File: config.mk
export PLATFORM = sky130hd
export DESIGN_NAME = cht_ram
export DESIGN_NICKNAME = d
export VERILOG_FILES = /design/src/hdl/chained_hash_table_defines.svh /design/src/hdl/cht_ram.sv
export SDC_FILE = /design/constraint.sdc
export NUM_CORES = 2
export LEC_CHECK = 0
export BUFFER_PORTS_ARGS = -buffer_cell sky130_fd_sc_hd__buf_2
export CAP_MARGIN = 15
export CORE_MARGIN = 2
export CORE_UTILIZATION = 35
export CTS_BUF_LIST = sky130_fd_sc_hd__clkbuf_4
export CTS_CLUSTER_DIAMETER = 100
export CTS_CLUSTER_SIZE = 40
export DETAILED_ROUTE_END_ITERATION = 8
export GPL_TIMING_DRIVEN = 0
export PLACE_DENSITY = 0.5
export REMOVE_ABC_BUFFERS = 1
export SYNTH_ARGS = -nofsm -noshare
export SYNTH_HDL_FRONTEND = slang
export SYNTH_SLANG_ARGS = --single-unit
File: constraint.sdc
create_clock -name clk -period 2.6 [get_ports clk]
set_clock_uncertainty 0.1 [all_clocks]
set_input_delay 0.39 -clock clk [delete_from_list [all_inputs] [get_ports clk]]
set_output_delay 0.39 -clock clk [all_outputs]
set_load 0.005 [all_outputs]
File: src/hdl/chained_hash_table_defines.svh
// Assertion macros shared by the chained hash table RTL.
`ifndef CHAINED_HASH_TABLE_DEFINES_SVH
`define CHAINED_HASH_TABLE_DEFINES_SVH
// Assert an implication on the rising clock edge, disabled in reset.
`define CHT_ASSERT_IMP(label, clk, rst_n, ante, cons, msg) \
	label: assert property (@(posedge clk) disable iff (!rst_n) (ante) |-> (cons)) \
		else $error(msg);
// Assert an implication in the next clock cycle, disabled in reset.
`define CHT_ASSERT_NEXT(label, clk, rst_n, ante, cons, msg) \
	label: assert property (@(posedge clk) disable iff (!rst_n) (ante) |=> (cons)) \
		else $error(msg);
`endif

File: src/hdl/cht_ram.sv
// Generic single-port RAM with registered read.
`default_nettype none
module cht_ram #(
	parameter int Width = 8,
	parameter int Depth = 256
) (
	input wire logic clk,
	input wire logic we,
	input wire logic [$clog2(Depth)-1:0] addr,
	input wire logic [Width-1:0] wdata,
	output logic [Width-1:0] rdata
);
	logic [Width-1:0] mem_q [Depth];

	always_ff @(posedge clk) begin
		if (we) begin
			mem_q[addr] <= wdata;
		end
		rdata <= mem_q[addr];
	end
endmodule
`default_nettype wire

# --- After elaboration in Yosys (flattened, before gate mapping) ---
# Memories as Yosys holds them, arrays and structs flattened. A register that Yosys moved wholly into a read port is not among the register bits.
# Index checks and enable logic that the tools add are counted.
word_totals:
  register_bits: 0
  input_bits: 18
  output_inout_bits: 8
  mem_bits_rw: 2048
  n_memories: 1
memory_table:
  columns: ["name", "depth", "word_bits", "read_ports", "rd_clocked_by_memory_dff", "wr", "line", "text"]
  rows:
  - ["mem_q", 256, 8, 1, 1, 1, "cht_ram.sv:13", "logic [Width-1:0] mem_q [Depth];"]
op_classes:
  muxes: 2
op_table:
  columns: ["operator", "n"]
  rows:
  - ["$mux 1", 2]

# --- Longest topological paths before layout ---
depth:
  word_depth: 2
  depth_mapped: 10
  depth_no_buf: 5

# --- Worst setup path before layout ---
# OpenSTA, ideal clock, no wires.
synth_path:
  path_type: "input port to flip-flop"
  startpoint: "input port addr[1]"
  endpoint: "memory mem_q[111][0] (enable)"
  required_time_ns: 2.130
  arrival_time_ns: 2.239
  setup_slack_ns: -0.109
  path_buffers: 5
  cell_stages: 9
  cell_sequence: "buf_2 clkbuf_1 clkbuf_1 nand2_1 buf_2 nor2_1 nand2_1 clkbuf_1 nor2_1"
synth_lines:
  columns: ["element", "line", "text"]
  rows:
  - ["from (decl)", "cht_ram.sv:9", "input wire logic [$clog2(Depth)-1:0] addr,"]
  - ["to (decl)", "cht_ram.sv:13", null]
# Straight into the memory's write port.

# --- Worst setup path in the final report ---
layout_path:
  startpoint: "input port addr[4]"
  endpoint: "memory mem_q[194][3] (enable)"
# Straight into the memory's write port.

==> run_results.csv <==
group,metric,value,unit
logic_synthesis,netlist_top_cells_count,"2048 x edfxtp_1, 512 x mux4_2, 256 x a22oi_1, 232 x nor2_1, 145 x clkbuf_1",
cells_and_area,area_delta_synth_final,9.84,%
logic_synthesis,ys_warn_count,0,
pwr,ir_worst_vdd,0.000378,V
setup_path,critPathCaptureType,"register",
route,num_vias,36100,
route,drt_iter0_markers,4151,
clock_tree,clock_latency,1.32,ns
clock_tree,clock-sinks,2056,
cells_and_area,final_nets,3574,
setup_path,arrival,3.67,ns
clock_tree,clk_pin_slew_worst_paths,0.39,ns
logic_synthesis,synth_edf_count,2048,
clock_tree,htreeDepth,3,
pwr,p_leak,25.1,nW
sta,period_needed,2.80,ns
route,routed_wirelength,206000,um
route,via_per_inst,5.49,
logic_synthesis,syn_area,78500,sq um
grt,antenna_found_initial,8,
setup_path,required,3.48,ns
logic_synthesis,ys.flop_type,"edfxtp_1",
status,violations,"negative setup slack",
place,gp_congestion,0.729,
logic_synthesis,synth.most_common_cell,"edfxtp_1",
route,dr.pass1.iters,5,
pwr,clockPowerShare,0.228,
floorplanning,die_h,478,um
sta,rsz0062_at_grt,"yes",
place,port_buffers,25,
logic_synthesis,synth_top_cell_by_area,"edfxtp_1",
min_path,hold_path.class,"input port to register",
floorplanning,initial_core_util,0.353,
sta,hold_viol_final,0,
pwr,p_comb_frac,0.069,
grt,grtUsageTotal,0.177,
floorplanning,ios,26,
grt,grt_pass1_wl,289000,um
floorplanning,core_area,223000,sq um
route,wire_per_inst,31.3,um
grt,grt_max_degree,148,
place,hpwl,114000,um
cells_and_area,final_area,86200,sq um
cells_and_area,fillCellCount,20000,
sta,slew_headroom,0.169,
setup_path,cp-start-kind,"input port",
route,final_antenna_net_count,0,
floorplanning,dieArea,228000,sq um
cells_and_area,drive_above_1_share,0.270,
clock_tree,tritoncts,"built",
sta,finalCritPeriodShare,1.08,
logic_synthesis,synth-seq-cells,2056,
logic_synthesis,yosys.cell_types.count,22,
logic_synthesis,synth_top_area_frac,0.783,
floorplanning,placementRows,173,
status,status,"complete, but fails checks",
clock_tree,cts_root_buf,"clkbuf_4",
setup_path,critPathKind,"input port to register",
pwr,netSwitchingFraction,0.231,
floorplanning,fp.dieW,478,um
pwr,intPower,40.0,mW
pwr,switchingPower,12.0,mW
sta,maxSlewViolCount,0,
logic_synthesis,yosysSeqAreaShare,0.786,
clock_tree,cts_buffers,67,
pwr,pwr-share-seq,0.702,
setup_path,cp_max_fo,16,
logic_synthesis,synth.avg_cell_area,22.1,sq um
sta,fin_ws,-0.197,ns
logic_synthesis,synthTopCellsByArea,"edfxtp_1 78%, mux4_2 15%, a22oi_1 2.4%",
grt,overflow,0,
pwr,total_power,52.1,mW
route,drc_errors,0,
pwr,power.density,604,nW/um^2
sta,final-setup-viol-count,65,
sta,fmax,358,MHz
logic_synthesis,netlist_instances,3547,
logic_synthesis,synth-async-reset-ratio,0,
place,postPlaceCellArea,83200,sq um
sta,worstMarginPinSlew,1.25,ns
run,maxCapViolations,0,
clock_tree,clockBufferDepth,3,
grt,grt_pass1_vias,36500,
kinds of logic after synthesis:
kind of cell	count (synthesis)	synth area share
simple gates	330	0.0173
mux	512	0.147
compound gates	416	0.0362
flops	2056	0.786
buf+inv	233	0.0140
through the flow:
| step | util | hold WS (ns) | cells | setup TNS (ns) | worst slack, ns |
|---|---|---|---|---|---|
| after floorplan | - | 0.389 | 3315 | -6447.95 | -4.74 |
| after global placement | 0.365 | 0.684 | 6315 | - | -23.74 |
| after detailed placement | 0.374 | 0.678 | 6409 | -2998.68 | -3.16 |
| after CTS | 0.386 | 0.00123 | 6564 | -0.616 | -0.145 |
| after global routing | 0.387 | 0.00785 | 6574 | -0.840 | -0.0711 |
| final | 0.387 | 0.0988 | 6575 | -5.06 | -0.197 |
state kept, by name, summed over array words and instances (netlist names):
name / flops
rdata: 8
mem_q: 2048
layout by cell type, fill, tap and decap left out, types with 25 or more instances in the layout:
master	n
edfxtp_1	2048
mux4_2	512
a22oi_1	217
nor2_1	152
a21oi_1	107
clkbuf_4	78
nor2_2	76
a22oi_2	39
buf_16	39
buf_2	28
buf_4	25
critical path, stage by stage:
cell and delay (ns):
buf_2 0.15, nor2_1 0.90, nand3_1 0.99, nor3_1 0.94, buf_4 0.28
power by group through the flow:
stage	Combinational (mW)	Clock [mW]	Sequential, mW
floorplan	1.26	0	37.3
global placement	4.12	0	37.4
detailed placement	3.24	0	37.3
CTS	3.63	12.2	36.6
global route	3.80	13.2	36.6
finish	3.60	11.9	36.6
path summary, 6_finish.rpt:
path                           startpoint                 endpoint  slack [ns]  cells after the start
hold / removal                   wdata[5]  mem_q[254][5]$_DFFE_PP_         0.1                      2
setup / recovery                  addr[4]  mem_q[194][3]$_DFFE_PP_       -0.20                      5
hold reg to reg    mem_q[99][0]$_DFFE_PP_         rdata[0]$_DFF_P_        0.92                      5
setup reg to reg  mem_q[175][4]$_DFFE_PP_         rdata[4]$_DFF_P_       -0.15                      5
metal layers:
layer	wire [um]	global-route usage	up-vias
met1	91700	0.260	20000
li1	-	-	15000
met4	3730	0.0329	0
met5	0	0	-
met2	99200	0.286	1049
met3	11000	0.0230	152
timing repair:
item / CTS / global route
gates resized for setup: 121 / 71
buffers inserted: 2 / 0
endpoints found under the hold margin: 2133 / 10
pin swaps: 26 / 23
hold buffers: 22 / 3
setup endpoints to repair: 1027 / 267
cloned: 26 / 0
final cells by class:
cell class,instances,area (sq um),area share
Multi-Input combinational cell,1258,16800,0.195
Antenna cell,8,20.0,0.000232
Timing Repair Buffer,172,2980,0.0346
Inverter,1,3.75,0.0000435
Sequential cell,2056,61700,0.715
Tap cell,2975,3720,0.0432
Clock inverter,27,465,0.00540
Clock buffer,78,586,0.00679
Note: power is estimated with default switching activity, not from simulation.
